===== src/rtl/core/pfps_pkg.sv =====
// Shared widths, register indexes and the job record for the packed FFT
// power spectrum block. No dependencies.
package pfps_pkg;

    localparam int SAMPLE_BITS  = 24;
    localparam int MAX_FFT_LOG2 = 12;
    localparam int MIN_FFT_LOG2 = 4;
    localparam int PAIR_BITS    = 11;
    localparam int BIN_BITS     = 12;
    localparam int VALUE_BITS   = 48;
    localparam int POWER_BITS   = 2 * SAMPLE_BITS;
    localparam int ROOT_BITS    = SAMPLE_BITS;
    localparam int LOG_BITS     = 22;
    localparam int FRAC_STEPS   = 30;
    localparam int ISQRT_STAGES = ROOT_BITS;
    localparam int LOG_STAGES   = FRAC_STEPS + 5;
    localparam int ROOT_PAD     = LOG_STAGES - ISQRT_STAGES;
    localparam int CFG_IDX_BITS = 2;
    localparam int CFG_BITS     = 4;

    localparam logic [26:0] LN2_Q27 = 27'd93032640;

    localparam logic [CFG_IDX_BITS-1:0] CFG_FFT_SIZE   = 2'd0;
    localparam logic [CFG_IDX_BITS-1:0] CFG_POWER_MODE = 2'd1;
    localparam logic [CFG_IDX_BITS-1:0] CFG_LOG_MODE   = 2'd2;

    typedef struct packed {
        logic                   valid;
        logic [BIN_BITS-1:0]    bin;
        logic                   last;
        logic [SAMPLE_BITS-1:0] mag_a;
        logic [SAMPLE_BITS-1:0] mag_b;
    } job_t;

endpackage


===== src/rtl/core/pfps_isqrt.sv =====
// Pipelined integer square root, one root bit per stage.
// Depends on pfps_pkg.
module pfps_isqrt (
    input  logic                            clk,
    input  logic                            en,
    input  logic [pfps_pkg::POWER_BITS-1:0] x,
    output logic [pfps_pkg::ROOT_BITS-1:0]  root
);

    localparam int REM_BITS = pfps_pkg::ROOT_BITS + 3;
    localparam int N        = pfps_pkg::ISQRT_STAGES;
    localparam int PB       = pfps_pkg::POWER_BITS;
    localparam int RB       = pfps_pkg::ROOT_BITS;

    logic [REM_BITS-1:0] rem_reg  [N];
    logic [RB-1:0]       root_reg [N];
    logic [PB-1:0]       xs_reg   [N];

    for (genvar g = 0; g < N; g++)
    begin : g_stage
        logic [REM_BITS-1:0] rem_in, cand, trial, rem_out;
        logic [RB-1:0]       root_in, root_out;
        logic [PB-1:0]       x_in;

        if (g == 0)
        begin : g_first
            assign rem_in  = '0;
            assign root_in = '0;
            assign x_in    = x;
        end
        else
        begin : g_next
            assign rem_in  = rem_reg[g-1];
            assign root_in = root_reg[g-1];
            assign x_in    = xs_reg[g-1];
        end

        always_comb
        begin
            cand  = {rem_in[REM_BITS-3:0], x_in[PB-1 -: 2]};
            trial = {1'b0, root_in, 2'b01};
            if (cand >= trial)
            begin
                rem_out  = cand - trial;
                root_out = {root_in[RB-2:0], 1'b1};
            end
            else
            begin
                rem_out  = cand;
                root_out = {root_in[RB-2:0], 1'b0};
            end
        end

        always_ff @(posedge clk)
        begin
            if (en)
            begin
                rem_reg[g]  <= rem_out;
                root_reg[g] <= root_out;
                xs_reg[g]   <= {x_in[PB-3:0], 2'b00};
            end
        end
    end

    assign root = root_reg[N-1];

endmodule


===== config.mk =====
export PLATFORM = sky130hd
export DESIGN_NAME = pfps_isqrt
export DESIGN_NICKNAME = d
export VERILOG_FILES = /design/src/rtl/core/pfps_pkg.sv /design/src/rtl/core/pfps_isqrt.sv
export SDC_FILE = /design/constraint.sdc
export NUM_CORES = 2
export LEC_CHECK = 0
export BUFFER_PORTS_ARGS = -buffer_cell sky130_fd_sc_hd__buf_2
export CORE_ASPECT_RATIO = 1.4
export CORE_MARGIN = 1.5
export CORE_UTILIZATION = 42
export CTS_BUF_LIST = sky130_fd_sc_hd__clkbuf_2 sky130_fd_sc_hd__clkbuf_4 sky130_fd_sc_hd__clkbuf_8
export CTS_CLUSTER_DIAMETER = 100
export DETAILED_ROUTE_END_ITERATION = 8
export SLEW_MARGIN = 25
export SYNTH_ARGS = -nofsm -noshare
export SYNTH_HDL_FRONTEND = slang
export SYNTH_SLANG_ARGS = --single-unit

===== constraint.sdc =====
create_clock -name clk -period 4.3 [get_ports clk]
set_input_delay 0.215 -clock clk [delete_from_list [all_inputs] [get_ports clk]]
set_output_delay 0.215 -clock clk [all_outputs]
set_load 0.005 [all_outputs]

==> impl_results.md <==
* Post-Route Skew at 0.0590 ns
* Top Ports at 74
* Port bufs at 73
* Clock Tree Root: clkbuf_8
* Clk sink count at 1394
* Mapped Nets at 5310
* Crit start category: flop
* Max-cap violations at 0
* Endpoints failing hold at 0
* Setup ws final at 0.722 ns
* Synth Flop Type: edfxtp_1
* Xor and xnor area share after synthesis at 5.93%
* Met3 wire len at 4170 µm
* Largest family of logic cells by synthesized area: simple AND/OR/NAND/NOR gates
* Worst slew pin tran at 0.954 ns
* Iter 0 DRT Violations at 2021
* Die Span X at 333 µm
* Crit path from: rem_reg[0][173]$_DFFE_PP_
* DRT met1 WL at 46400 µm
* Met2 wire length at 72300 µm
* DRT Pass-1 Iters at 6
* Post-CTS Resized at 0
* Routed len/inst at 17.5 µm
* Simple-gate portion of the synthesized area at 9.88%
* Post-Synth Adder-Cell Area at 6.33%
* Max-slew headroom at 34.8%
* Vias at 38400
* Setup Slack @ Placement at 0.717 ns
* HP Class: input pin to flop
* Largest net degree at the start of global routing at 131
* Maximum vdd ir drop at 301 µV
* Share of layout cells above drive strength 1 at 9.56%
* Layout area overhead at 13.0%
* Total core area at 152000 µm²
* Vias in the first global route at 38700
* DRC viols at 0
* Worst-path clk slew at 0.06 ns
* First-pass GRT wire length at 204000 µm
* Antenna violations before repair at 1
* Clock Latency Late Sink at 0.91 ns
* Synth Area in Compound Gates at 9.25%
* Via density at 5.16
* Crit end category: flop
* Hold Worst Slack at 0.177 ns
* Final setup vio count at 0
* Slew Viols, Final at 0
* Layout net count at 5665
* TritonCTS clock tree: built
* H-tree Lvls at 4
* Setup tns final at 0 ns
* Peak Freq at 0.279 GHz
* DP HPWL at 94300 µm
* Min-Delay Startpoint: x[47]
* FP Rows at 169
* RSZ-0062 raised after global routing: false
* Final Wtd Congestion at 0.879
* Number of synthesized flops with an enable pin at 1394
* Tot GR Track Use at 16.7%
* Starting density of the core at 42.4%
* Crit Reg-Reg Startpoint: rem_reg[0][173]$_DFFE_PP_
* Fillers at 13300
* Yosys cell types at 77
* Post-CTS Hold Buffers at 98
* Async set-reset flop share out of synthesis at 0%
* Critical path class: flop to flop
* Sequential share of the synthesized area at 65.2%
* Max Root-Sink Buffers at 3
* Synth Warn # at 0
* Syn Area/Cell at 13.0 µm²
* Setup bufs post-CTS at 0
* Tcrit/Tclk final at 83.2%
* Mux cell area share after synthesis at 0.534%
* CP Data Arrival Time at 4.24 ns
* Num CTS Buffers at 212
* Crit path time final at 3.58 ns
* Die Y at 466 µm
* Die area at 155000 µm²
* Max reg flops at 552
* Drt total wl at 130000 µm
* FF+latch count, synth at 1394
* Power Dens Cells at 490 nW/µm²
* P_leak at 27.8 nW
* Cell count after synthesis at 4935
* Status: completed
* Mapped Area at 64200 µm²
* Worst Path Max Fanout at 18
* Detail Route Antenna Nets at 0
* Crit path required time at 4.96 ns
* Grt ovf at 0
* Top sig layer: met4
cell families (layout without fill, tap and decap cells):
group                    Yosys count  in the layout
flip-flops                      1394           1394
AND/OR/NAND/NOR                 1290           1290
AO/OA/AOI/OAI                    968            968
buffers and inverters            491           1018
XOR/XNOR                         435            435
adder cells (fa/ha/maj)          325            325
multiplexers                      31             31
other                              1              2
placed cells by master, fill, tap and decap left out, types with 31 or more instances in the layout:
master	count
nand2b_1	65
dlygate4sd3_1	98
clkinv_2	36
buf_2	72
xnor2_1	229
nor2_1	256
edfxtp_1	1394
ha_1	325
nor2b_1	50
nand2_1	401
clkbuf_8	213
a21o_1	124
a21oi_1	283
nand4_1	53
clkbuf_4	46
o21a_1	48
nor4_1	63
clkinv_1	58
or3_1	46
o31ai_1	35
o21ai_0	288
or4_1	31
xor2_1	206
buf_4	42
nor3_1	130
nand3_1	77
inv_1	407
area by class of cell:
class / instances / area, µm² / share of cell area, %
tap: 1966 / 2460 / 3.39
clock inverter: 127 / 981 / 1.35
clock buffer: 259 / 3280 / 4.52
inverter: 407 / 1530 / 2.11
antenna: 1 / 2.50 / 0.00345
timing repair buffer: 225 / 1920 / 2.64
multi-input combinational: 3050 / 20500 / 28.3
sequential: 1394 / 41900 / 57.7
worst max-delay path, stage by stage (launching register included):
cell	delay [ns]
edfxtp_1	0.41
or3_1	0.41
or3_4	0.36
or3_1	0.39
or3_4	0.36
or4_4	0.54
nor2_2	0.58
or4_1	0.20
o21ai_0	0.07
cell usage after synthesis, types with 16 or more instances:
cell type | count | area [µm²]
a31oi_1 | 28 | 175
or3_1 | 46 | 288
ha_1 | 325 | 4070
xor2_1 | 206 | 1800
nand2_1 | 401 | 1510
a2111oi_0 | 16 | 140
inv_1 | 407 | 1530
nor2_1 | 256 | 961
or4_1 | 31 | 233
nand4_1 | 53 | 332
xnor2_1 | 229 | 2010
nand2b_1 | 65 | 407
edfxtp_1 | 1394 | 41900
and3_1 | 20 | 125
nor3_1 | 130 | 651
o21bai_1 | 31 | 233
mux2_2 | 26 | 293
o21a_1 | 48 | 360
clkbuf_1 | 77 | 289
or2_2 | 23 | 144
a21oi_1 | 284 | 1420
nor2b_1 | 50 | 313
a211oi_1 | 21 | 158
o21ai_0 | 288 | 1440
nand3_1 | 77 | 385
o31ai_1 | 35 | 263
a21o_1 | 124 | 931
nor4_1 | 64 | 400
worst paths after layout:
| kind | end | slack (ns) | cells after the start |
|---|---|---|---|
| worst max-delay path | rem_reg[0][198]$_DFFE_PP_ | 0.72 | 8 |
| worst min-delay path | rem_reg[0][0]$_DFFE_PP_ | 0.18 | 3 |
| worst max register to register | rem_reg[0][198]$_DFFE_PP_ | 0.72 | 8 |
| worst min register to register | xs_reg[1][117]$_DFFE_PP_ | 0.39 | 0 |
through the flow:
stage | std cells | total power (W) | area, µm² | utilization (%)
floorplan | 4935 | 0.0225 | 64200 | -
global placement | 6944 | 0.0248 | 67300 | 44.4
detailed placement | 6944 | 0.0248 | 67300 | 44.4
CTS | 7428 | 0.0361 | 72600 | 47.9
global route | 7429 | 0.0375 | 72600 | 47.9
finish | 7429 | 0.0356 | 72600 | 47.9
power by group:
part           internal [W]  switching [W]
clock               0.00580        0.00516
sequential           0.0170        0.00108
combinational       0.00271        0.00376
routing by layer:
metal	GRT usage, %	vias up
met5	0	-
met1	16.3	18300
met4	9.53	0
li1	-	18900
met2	32.7	721
met3	2.91	352
No activity file was read; power rests on OpenSTA's default activity.
