===== config.mk =====
export PLATFORM = sky130hd
export DESIGN_NAME = pfps_front
export DESIGN_NICKNAME = d
export VERILOG_FILES = /design/src/rtl/core/pfps_pkg.sv /design/src/rtl/core/pfps_front.sv
export SDC_FILE = /design/constraint.sdc
export NUM_CORES = 1
export LEC_CHECK = 0
export BUFFER_PORTS_ARGS = -buffer_cell sky130_fd_sc_hd__buf_2
export CAP_MARGIN = 20
export CORE_UTILIZATION = 35
export DETAILED_ROUTE_END_ITERATION = 10
export PLACE_DENSITY = 0.55
export SKIP_LAST_GASP = 1
export SLEW_MARGIN = 30
export SYNTH_ARGS = -nofsm -noshare
export SYNTH_HDL_FRONTEND = slang
export SYNTH_SLANG_ARGS = --single-unit

===== constraint.sdc =====
create_clock -name clk -period 3 [get_ports clk]
set_input_delay 0.6 -clock clk [delete_from_list [all_inputs] [get_ports clk]]
set_output_delay 0.6 -clock clk [all_outputs]
set_load 0.02 [all_outputs]

===== src/rtl/core/pfps_pkg.sv =====
// Shared widths, register indexes and the job record for the packed FFT
// power spectrum block. No dependencies.
package pfps_pkg;

    localparam int SAMPLE_BITS  = 24;
    localparam int MAX_FFT_LOG2 = 12;
    localparam int MIN_FFT_LOG2 = 4;
    localparam int PAIR_BITS    = 11;
    localparam int BIN_BITS     = 12;
    localparam int VALUE_BITS   = 48;
    localparam int POWER_BITS   = 2 * SAMPLE_BITS;
    localparam int ROOT_BITS    = SAMPLE_BITS;
    localparam int LOG_BITS     = 22;
    localparam int FRAC_STEPS   = 30;
    localparam int ISQRT_STAGES = ROOT_BITS;
    localparam int LOG_STAGES   = FRAC_STEPS + 5;
    localparam int ROOT_PAD     = LOG_STAGES - ISQRT_STAGES;
    localparam int CFG_IDX_BITS = 2;
    localparam int CFG_BITS     = 4;

    localparam logic [26:0] LN2_Q27 = 27'd93032640;

    localparam logic [CFG_IDX_BITS-1:0] CFG_FFT_SIZE   = 2'd0;
    localparam logic [CFG_IDX_BITS-1:0] CFG_POWER_MODE = 2'd1;
    localparam logic [CFG_IDX_BITS-1:0] CFG_LOG_MODE   = 2'd2;

    typedef struct packed {
        logic                   valid;
        logic [BIN_BITS-1:0]    bin;
        logic                   last;
        logic [SAMPLE_BITS-1:0] mag_a;
        logic [SAMPLE_BITS-1:0] mag_b;
    } job_t;

endpackage


===== src/rtl/core/pfps_front.sv =====
// Input stage: range check, absolute values, and the split of pair 0 into
// its DC and Nyquist jobs. Depends on pfps_pkg.
module pfps_front (
    input  logic                                  clk,
    input  logic                                  rst_n,
    input  logic                                  en,
    input  logic [pfps_pkg::BIN_BITS-1:0]         pairs,
    input  logic                                  in_valid,
    output logic                                  in_stall,
    input  logic [pfps_pkg::PAIR_BITS-1:0]        pair_index,
    input  logic signed [pfps_pkg::SAMPLE_BITS-1:0] first_value,
    input  logic signed [pfps_pkg::SAMPLE_BITS-1:0] second_value,
    output pfps_pkg::job_t                        job
);

    logic                             hold_reg, hold_next;
    logic [pfps_pkg::SAMPLE_BITS-1:0] nyq_reg, nyq_next;
    pfps_pkg::job_t                   job_reg, job_next;
    logic [pfps_pkg::SAMPLE_BITS-1:0] fv, sv, abs_a, abs_b;
    logic [pfps_pkg::BIN_BITS-1:0]    pidx;
    logic                             accept;

    assign in_stall = !en || hold_reg;
    assign accept   = in_valid && !in_stall;
    assign fv       = first_value;
    assign sv       = second_value;
    assign abs_a    = fv[pfps_pkg::SAMPLE_BITS-1] ? (~fv + 1'b1) : fv;
    assign abs_b    = sv[pfps_pkg::SAMPLE_BITS-1] ? (~sv + 1'b1) : sv;
    assign pidx     = {1'b0, pair_index};
    assign job      = job_reg;

    always_comb
    begin
        hold_next = hold_reg;
        nyq_next  = nyq_reg;
        job_next  = job_reg;
        if (en)
        begin
            job_next.valid = 1'b0;
            if (hold_reg)
            begin
                // second half of pair 0: Nyquist bin
                job_next.valid = 1'b1;
                job_next.bin   = pairs;
                job_next.last  = 1'b0;
                job_next.mag_a = nyq_reg;
                job_next.mag_b = '0;
                hold_next      = 1'b0;
            end
            else if (accept && (pidx < pairs))
            begin
                job_next.valid = 1'b1;
                job_next.bin   = pidx;
                job_next.mag_a = abs_a;
                if (pair_index == '0)
                begin
                    job_next.last  = 1'b0;
                    job_next.mag_b = '0;
                    hold_next      = 1'b1;
                    nyq_next       = abs_b;
                end
                else
                begin
                    job_next.last  = (pidx == pfps_pkg::BIN_BITS'(pairs - 1'b1));
                    job_next.mag_b = abs_b;
                end
            end
        end
    end

    always_ff @(posedge clk or negedge rst_n)
    begin
        if (!rst_n)
        begin
            hold_reg <= 1'b0;
            job_reg  <= '0;
        end
        else
        begin
            hold_reg <= hold_next;
            job_reg  <= job_next;
        end
    end

    always_ff @(posedge clk)
    begin
        nyq_reg <= nyq_next;
    end

endmodule


==> results of run 1 <==
[kinds of logic (layout without fill, tap and decap cells)]
group           count (synthesis)  in the layout
other cells                     0              2
fa+ha+maj                      14             14
mux                             8              8
buf+inv                        64            203
xor+xnor                       54             54
simple gates                  112            112
flops                          87             87
compound gates                138            138
[final cells by class]
type / instances / area, sq um / share of cell area [%]
Tap cell: 180 / 225 / 3.56
Inverter: 35 / 131 / 2.08
Sequential cell: 87 / 2300 / 36.3
Multi-Input combinational cell: 326 / 2530 / 40.0
Clock inverter: 4 / 55.1 / 0.870
Timing Repair Buffer: 152 / 836 / 13.2
Antenna cell: 2 / 5.00 / 0.0791
Clock buffer: 12 / 246 / 3.90
[routing by layer]
metal  routed length [um]  global-route usage, %
met3                 1100                   4.73
met5                    8                      0
met4                  225                   6.71
met2                 6760                   32.3
met1                 6510                   27.7
[cells in the mapped netlist, drive strengths merged, types with 4 or more instances]
library cell	count
dfrtp	63
xor2	21
o221ai	7
o21ai	16
ha	14
or4	9
nand2	40
xnor2	33
a2bb2oi	14
or3	6
nor2	11
o31ai	21
nand3	5
mux2	7
edfxtp	24
inv	35
nor4	5
a221oi	7
nor2b	4
o41ai	27
nor3	8
clkbuf	26
a22o	25
[path summary, 6_finish.rpt]
path	start	endpoint	slack, ps	cells past startpoint
worst max-delay path	pairs[7]	job[26]	540	9
worst min-delay path	rst_n	job[19]	270	1
worst max register to register	hold_reg	job[37]	890	5
worst min register to register	nyq_reg[6]	job[30]	450	2
max in group asynchronous	rst_n	job[48]	1980	2
min in group clk	nyq_reg[6]	job[30]	450	2
[where the power goes]
| group | switching (W) | internal [W] |
|---|---|---|
| clock network | 0.000473 | 0.000672 |
| logic | 0.000567 | 0.000385 |
| registers | 0.000101 | 0.00139 |
[worst max-delay path, delay by kind of cell]
kind            cells  cell delay (ps)
compound gates      2              650
simple gates        2              410
buf+inv             3              380
fa+ha+maj           1              300
mux                 1              340
[metrics by stage]
stage | setup WS [ps] | power (W) | instances | hold WS (ps)
5_1_grt | 442 | 0.00377 | 797 | 316
4_1_cts | 557 | 0.00362 | 796 | 273
6_report | 536 | 0.00359 | 798 | 273
3_3_place_gp | 236 | 0.00245 | 780 | 449
3_5_place_dp | 196 | 0.00247 | 780 | 448
2_1_floorplan | 155 | 0.00206 | 477 | 304
==> flow_summary.ini, run 1 <==
[clock_network]
clk_pin_slew_ps = 60
post_cts_buffers = 0
htree_levels = 3
clock_path_buffers = 2
ctsHoldBuffers = 0
clockRootBuffer = clkbuf_16
cts-buffers-inserted = 9
insertion_delay_ps = 340
cts_tree = done
ctsResizeCount = 0
cts_sinks = 87

[place]
portBuffers = 137
place_area_sq_um = 6020
gp_congestion = 0.856
hpwl_um = 11000

[global_route]
grt_start_max_net_pins = 35
antenna_found_initial = 3
grt.total_usage_pct = 20.5
grt_pass1_vias = 4401
grt-ovfl-total = 0
grt_pass1_wl_um = 23400

[logic_synthesis]
yosys.area_share.simple_pct = 12.0
yosysWarnings = 0
avgSynthCellArea_sq_um = 10.6
ys_top_cells_by_area = dfrtp_1 (31%), edfxtp_1 (14%), xnor2_1 (5.7%), a22o_1 (4.3%), o41ai_1 (4.3%)
synth_fa_ha_area_share_pct = 3.47
netlist_instances = 477
synth_top_area_share_pct = 31.2
ys_types = 60
synth_mux_area_share_pct = 1.76
synth_compound_area_share_pct = 22.9
synth_area_sq_um = 5050
synth_nets = 566
synthArstFlopShare_pct = 72.4
ys.flop_type = dfrtp_1
synth-seq-cells = 87
ys_seq_area_share_pct = 45.5
synth_largest_area_cell = dfrtp_1
synth_top_family_by_area = compound AO/OA/AOI/OAI gates
synth_xor_area_share_pct = 9.36
synth_edf_count = 24

[timing]
slew_headroom_pct = 58.0
slew_viol_final = 0
hold_violations = 0
setup_viol = 0
worstMarginPinSlew_ps = 630
finalCritPeriodShare_pct = 82.1
post-route-min-period_ps = 2460
rsz0062_at_grt = no
fmax_mhz = 406
fin_setup_tns_ps = 0
fin_worst_skew_ps = 7.53

[route]
post-route-drc-count = 0
vias_per_cell = 5.56
postRouteAntennaNets = 0
routedWlPerCell_um = 18.3
via_count = 4438
drtIter0Drc = 266
detail_route.first_pass.iterations = 5
drt-total-wl_um = 14600

[final_layout]
layout_commonest_cell = buf_2
largest_register_ffs = 62
final.fill_count = 1365
finish.instance_area_sq_um = 6320
syn2layout_area_growth_pct = 25.2
final_cell_mix = buf_2 (137), dfrtp_1 (63), nand2_1 (40)
nets = 700
final_core_util_pct = 45.2
final_layout_size_suffix_gt1_share_pct = 31.0

[setup_path]
worstSetupPathType = input port to flop
crit_arrival_ps = 2690
worst_path_largest_cell_delay_ps = 340
worstPathCellList = buf_2, inv_1, ha_1, and3_1, a221o_1, and2_1, o31ai_4, buf_12, mux2_2
crit_slowest_cell = a221o_1
path_max_fanout = 16
cp-start-kind = input port
crit_path_end_kind = flop
cp.required_ps = 3230

[floorplan]
start_util_pct = 36.1
boundaryPins = 138
rows = 43
core_area_sq_um = 14000
die_y_um = 122
dieArea_sq_um = 14900
die_w_um = 122

[worst_hold_path]
min_path_type = input port to asynchronous set/reset pin

[pwr]
ir_worst_vdd_mv = 0.355
p_leak_nw = 2.73
cellPowerDensity_nw_per_um2 = 567

[run]
drv_cap = 0

[run_status]
status = finished, final reports clean
Power figures use the tool's default switching activity.
==> run 2, diff against run 1 <==
--- a/config.mk
+++ b/config.mk
@@ -5,11 +5,12 @@
 export SDC_FILE = /design/constraint.sdc
 export NUM_CORES = 1
 export LEC_CHECK = 0
+export ABC_AREA = 1
 export BUFFER_PORTS_ARGS = -buffer_cell sky130_fd_sc_hd__buf_2
 export CAP_MARGIN = 20
 export CORE_UTILIZATION = 35
 export DETAILED_ROUTE_END_ITERATION = 10
-export PLACE_DENSITY = 0.55
+export PLACE_DENSITY = 0.57
 export SKIP_LAST_GASP = 1
 export SLEW_MARGIN = 30
 export SYNTH_ARGS = -nofsm -noshare
==> constraint.sdc (replaced) <==
create_clock -name clk -period 2 [get_ports clk]
set_input_delay 0.4 -clock clk [delete_from_list [all_inputs] [get_ports clk]]
set_output_delay 0.4 -clock clk [all_outputs]
set_load 0.02 [all_outputs]
==> run 2 against run 1 <==
Global-route usage fell by 0.13 points. Wire length grew 7.1%. Via count up 20%. Cell count up 46%. Flip-flop and latch count did not move. Critical path type unchanged. Largest cell class unchanged.
==> flow_summary.ini, run 2 <==
[run_status]
status = finished, final reports clean

[final_layout]
final_cell_mix = nand2_1 (311), buf_2 (137), nor2_1 (87)
multi_input_area_sq_um = 2820
final.fill_count = 1583
n_antenna_cell = 0
layout_commonest_cell = nand2_1
final_core_util_pct = 46.6
seqCellArea_sq_um = 2300
syn2layout_area_growth_pct = 29.4
nets = 1039
final_layout_size_suffix_gt1_share_pct = 23.8
largest_register_ffs = 62
finalNonFillerCells = 1166

[place]
place_ws_ps = -113
gp_congestion = 0.907
hpwl_um = 12400
portBuffers = 137
placed_cells_incl_taps = 1150

[logic_synthesis]
ys.flop_type = dfrtp_1
synth_mux_area_share_pct = 0
synth-seq-cells = 87
synth.most_common_cell = nand2_1
synthArstFlopShare_pct = 72.4
ys_top_cells_by_area = dfrtp_1 (29%), nand2_1 (21%), edfxtp_1 (13%), nor2_1 (6.1%), nand3_1 (5.4%)
synth_top_family_by_area = simple AND/OR/NAND/NOR gates
synth_compound_area_share_pct = 6.38
yosysWarnings = 0
synth_top_area_share_pct = 28.7
synth_largest_area_cell = dfrtp_1
yosys.area_share.simple_pct = 35.6
avgSynthCellArea_sq_um = 7.07
synth_xor_area_share_pct = 4.95
synth_area_sq_um = 5490
synth_fa_ha_area_share_pct = 3.19
synth_edf_count = 24
synth_nets = 866
ys_seq_area_share_pct = 41.8
netlist_top_cells_count = nand2_1 (313), nor2_1 (89), inv_1 (76), dfrtp_1 (63), nand3_1 (59)
ys_types = 32
netlist_instances = 777

[setup_path]
crit_slowest_cell = ha_4
cp-start-kind = input port
worst_path_most_repeated_cell = inv_2
rr_startpoint = hold_reg
worst-path-buf-inv = 5
r2r_cells = 10
cp_top_family = simple AND/OR/NAND/NOR gates
crit_arrival_ps = 2000
worstSetupPathType = input port to flop
cp.required_ps = 2260
path_max_fanout = 18
worst_path_largest_cell_delay_ps = 250
r2r-end = job[54]
worstPathCellList = buf_2, inv_12, ha_4, inv_2, nor2_4, nand3_1, nor2_1, nand2_2, nand3_4, nand2_4, inv_2, buf_12, nand2_1, o21ai_0
crit_path_end_kind = flop
worst-path-stages = 14
rrSetupSlack_ps = 310

[run]
drv_cap = 0

[global_route]
grt.total_usage_pct = 20.4
grt_pass1_vias = 5030
antenna_found_initial = 0
grt_start_max_net_pins = 64
grt_pass1_wl_um = 25400
grt-ovfl-total = 0

[route]
via_count = 5312
detail_route.first_pass.iterations = 4
postRouteAntennaNets = 0
post-route-drc-count = 0
drt-total-wl_um = 15600
routedWlPerCell_um = 13.4
drtIter0Drc = 279
vias_per_cell = 4.56

[pwr]
ir_worst_vdd_mv = 0.392
p_leak_nw = 3.76
cellPowerDensity_nw_per_um2 = 723
finalPower_w = 0.00514

[clock_network]
htree_levels = 3
cts-buffers-inserted = 9
clk_pin_slew_ps = 70
ctsResizeCount = 0
insertion_delay_ps = 350
post_cts_buffers = 0
ctsHoldBuffers = 0
clockRootBuffer = clkbuf_16
clock_path_buffers = 2
cts_sinks = 87
cts_tree = done

[worst_hold_path]
min_path_type = input port to asynchronous set/reset pin

[timing]
post-route-min-period_ps = 1740
setup_viol = 0
rsz0062_at_grt = no
fin_setup_tns_ps = 0
worstMarginPinSlew_ps = 406
fmax_mhz = 573
fin_ws_ps = 255
hold_violations = 0
slew_headroom_pct = 72.7
fin_worst_skew_ps = 12.2
finalCritPeriodShare_pct = 87.2
slew_viol_final = 0

[floorplan]
die_y_um = 127
start_util_pct = 36.0
rows = 45
dieArea_sq_um = 16200
die_w_um = 127
boundaryPins = 138
core_area_sq_um = 15300
## run 2: worst register-to-register path: stages, from the launching register on
cell,delay [ps]
dfrtp_1,390
clkinv_2,50
nand3_1,60
nor2_1,120
nand2_2,80
nor2_4,140
nand3_4,160
buf_4,230
o22ai_1,260
nand2_1,80
nand2_1,70
## run 2: where the power goes
group	internal [W]	switching (W)	leakage [nW]
Sequential	0.00204	0.000128	1.02
Clock	0.000881	0.000713	0.133
Combinational	0.000505	0.000873	2.60
Total	0.00342	0.00171	3.76
## run 2: worst max path at each step
stage / startpoint / to
floorplan: pair_index[10] / nyq_reg[0]
global placement: pairs[10] / job[60]
detailed placement: pairs[10] / job[16]
CTS: pairs[10] / job[60]
global route: pairs[10] / job[20]
finish: pairs[10] / job[60]
## run 2: area by class of cell
| cell class | count | share of cell area (%) |
|---|---|---|
| multi-input cells | 586 | 39.7 |
| well taps | 211 | 3.72 |
| clock buffers | 12 | 3.47 |
| flip-flops and latches | 87 | 32.3 |
| inverters | 80 | 4.42 |
| clock inverters | 4 | 0.423 |
| repair buffers | 186 | 15.9 |
## run 2: cells by family (layout without fill, tap and decap cells)
logic type / count (synthesis) / in the layout
AO/OA/AOI/OAI: 61 / 61
buffers and inverters: 104 / 282
flip-flops: 87 / 87
XOR/XNOR: 31 / 31
adder cells (fa/ha/maj): 14 / 14
AND/OR/NAND/NOR: 480 / 480
## run 2: routing by layer
metal	global-route usage [%]	up-vias	share of wire [%]
met5	0	-	0
met4	6.09	0	1.3
met3	3.60	13	4.2
met2	30.6	127	44
met1	29.8	2386	51
li1	-	2786	-
## run 2: through the flow
step                instance area, sq um  hold slack, ps
floorplan                           5580             104
global route                        7100            74.2
CTS                                 7100            69.0
finish                              7100            51.0
detailed placement                  6830             447
global placement                    6830             440
==> run 3, diff against run 2 <==
--- a/config.mk
+++ b/config.mk
@@ -10,7 +10,7 @@
 export CAP_MARGIN = 20
 export CORE_UTILIZATION = 35
 export DETAILED_ROUTE_END_ITERATION = 10
-export PLACE_DENSITY = 0.57
+export PLACE_DENSITY = 0.54
 export SKIP_LAST_GASP = 1
 export SLEW_MARGIN = 30
 export SYNTH_ARGS = -nofsm -noshare
==> constraint.sdc (replaced) <==
create_clock -name clk -period 2.02 [get_ports clk]
set_input_delay 0.404 -clock clk [delete_from_list [all_inputs] [get_ports clk]]
set_output_delay 0.404 -clock clk [all_outputs]
set_load 0.02 [all_outputs]
==> run 3 against run 2 <==
Total power rose by 0.23%. Cell count fell by 0.26%. Wire length rose by 3.5%. Non-clock buffer count fell by 3. Global-route usage rose by 0.54 points.
==> flow_summary.ini, run 3 (synthesis gave the netlist of run 2 again) <==
[pwr]
ir_worst_vdd_mv = 0.435
p_leak_nw = 3.75
finalPower_w = 0.00515
cellPowerDensity_nw_per_um2 = 728

[floorplan]
boundaryPins = 138
dieArea_sq_um = 16200
rows = 45
die_w_um = 127
core_area_sq_um = 15300
die_y_um = 127
start_util_pct = 36.0

[global_route]
grt_start_max_net_pins = 37
grt-ovfl-total = 0
antenna_found_initial = 0
grt.total_usage_pct = 20.9
grt_pass1_wl_um = 26200
grt_pass1_vias = 5170

[route]
vias_per_cell = 4.61
post-route-drc-count = 0
routedWlPerCell_um = 13.9
detail_route.first_pass.iterations = 5
drtIter0Drc = 389
met1_length_um = 8260
via_count = 5360
highest_layer = met4
drt-total-wl_um = 16200
wl_met3_um = 841
wl_met2_um = 6940
postRouteAntennaNets = 0

[final_layout]
multi_input_area_sq_um = 2810
n_antenna_cell = 0
final.fill_count = 1613
nets = 1036
syn2layout_area_growth_pct = 28.8
finish.instance_area_sq_um = 7070
largest_register_ffs = 62
layout_commonest_cell = nand2_1
final_layout_size_suffix_gt1_share_pct = 23.4
seqCellArea_sq_um = 2300
final_cell_mix = nand2_1 (311), buf_2 (137), nor2_1 (87)

[run]
drv_cap = 0

[timing]
setup_viol = 0
hold_violations = 0
finalCritPeriodShare_pct = 85.5
slew_viol_final = 0
fin_ws_ps = 294
worstMarginPinSlew_ps = 535
post-route-min-period_ps = 1730
slew_headroom_pct = 64.0
fin_worst_skew_ps = 7.46
rsz0062_at_grt = no
fmax_mhz = 579

[setup_path]
crit_path_end_kind = flop
cp.required_ps = 2280
cp-start-kind = input port
worstSetupPathType = input port to flop
path_max_fanout = 14
crit_arrival_ps = 1990

[place]
hpwl_um = 12900
gp_congestion = 0.895
place_area_sq_um = 6770
portBuffers = 137
place_ws_ps = -67.1

[clock_network]
clock_path_buffers = 2
insertion_delay_ps = 350
cts_sinks = 87
post_cts_buffers = 0
htree_levels = 3
clockRootBuffer = clkbuf_16
clk_pin_slew_ps = 60
cts-buffers-inserted = 9
cts_tree = done

[run_status]
status = finished, final reports clean

[worst_hold_path]
min_path_type = input port to flop
==> run 3: what timing repair did <==
| item | in CTS | in global routing |
|---|---|---|
| resized for setup | 0 | 0 |
| endpoints found under the hold margin | 15 | 0 |
| hold buffers | 1 | 0 |
==> run 3: path summary, 6_finish.rpt <==
| path | startpoint | end | slack, ps | cells after the start |
|---|---|---|---|---|
| hold / removal | second_value[0] | nyq_reg[0] | 280 | 1 |
| setup reg to reg | hold_reg | job[54] | 330 | 10 |
| hold reg to reg | job[29] | job[29] | 480 | 2 |
| setup / recovery | pairs[10] | job[60] | 290 | 14 |
| max in group asynchronous | rst_n | job[59] | 940 | 3 |
| min in group asynchronous | rst_n | job[30] | 530 | 2 |
==> run 3: routing by layer <==
| metal | vias to the layer above | GRT usage [%] |
|---|---|---|
| li1 | 2794 | - |
| met1 | 2412 | 31.3 |
| met2 | 139 | 31.2 |
| met3 | 15 | 3.77 |
| met4 | 0 | 4.90 |
| met5 | - | 0 |
==> run 3: metrics by stage <==
stage	utilization [%]	instances	hold WS, ps	TNS (ps)
after global routing	46.3	1163	274	0
after global placement	44.4	1146	372	-293
after CTS	46.3	1163	267	0
after detailed placement	44.4	1146	363	-964
after floorplan	-	777	108	0
final	46.3	1163	283	0
==> run 3: worst max-delay path: stages <==
cell and delay (ps):
buf_2 110, inv_4 40, ha_4 250, inv_2 30, nor2_2 150, nand3_1 80, nor2_1 120, nand2_2 90
nand3_4 150, nand2_4 90, inv_2 90, buf_4 240, nand2_1 70, o21ai_0 70
==> run 3: area by class of cell <==
| cell class | count | share of cell area [%] |
|---|---|---|
| sequential | 87 | 32.5 |
| clock buffer | 10 | 3.54 |
| tap | 211 | 3.73 |
| clock inverter | 6 | 0.566 |
| inverter | 80 | 4.30 |
| timing repair buffer | 183 | 15.7 |
| multi-input combinational | 586 | 39.7 |
==> run 3: power breakdown <==
group	internal [W]	switching, W	leakage [nW]
registers	0.00202	0.000125	1.02
clock network	0.000911	0.000735	0.146
logic	0.000495	0.000866	2.58
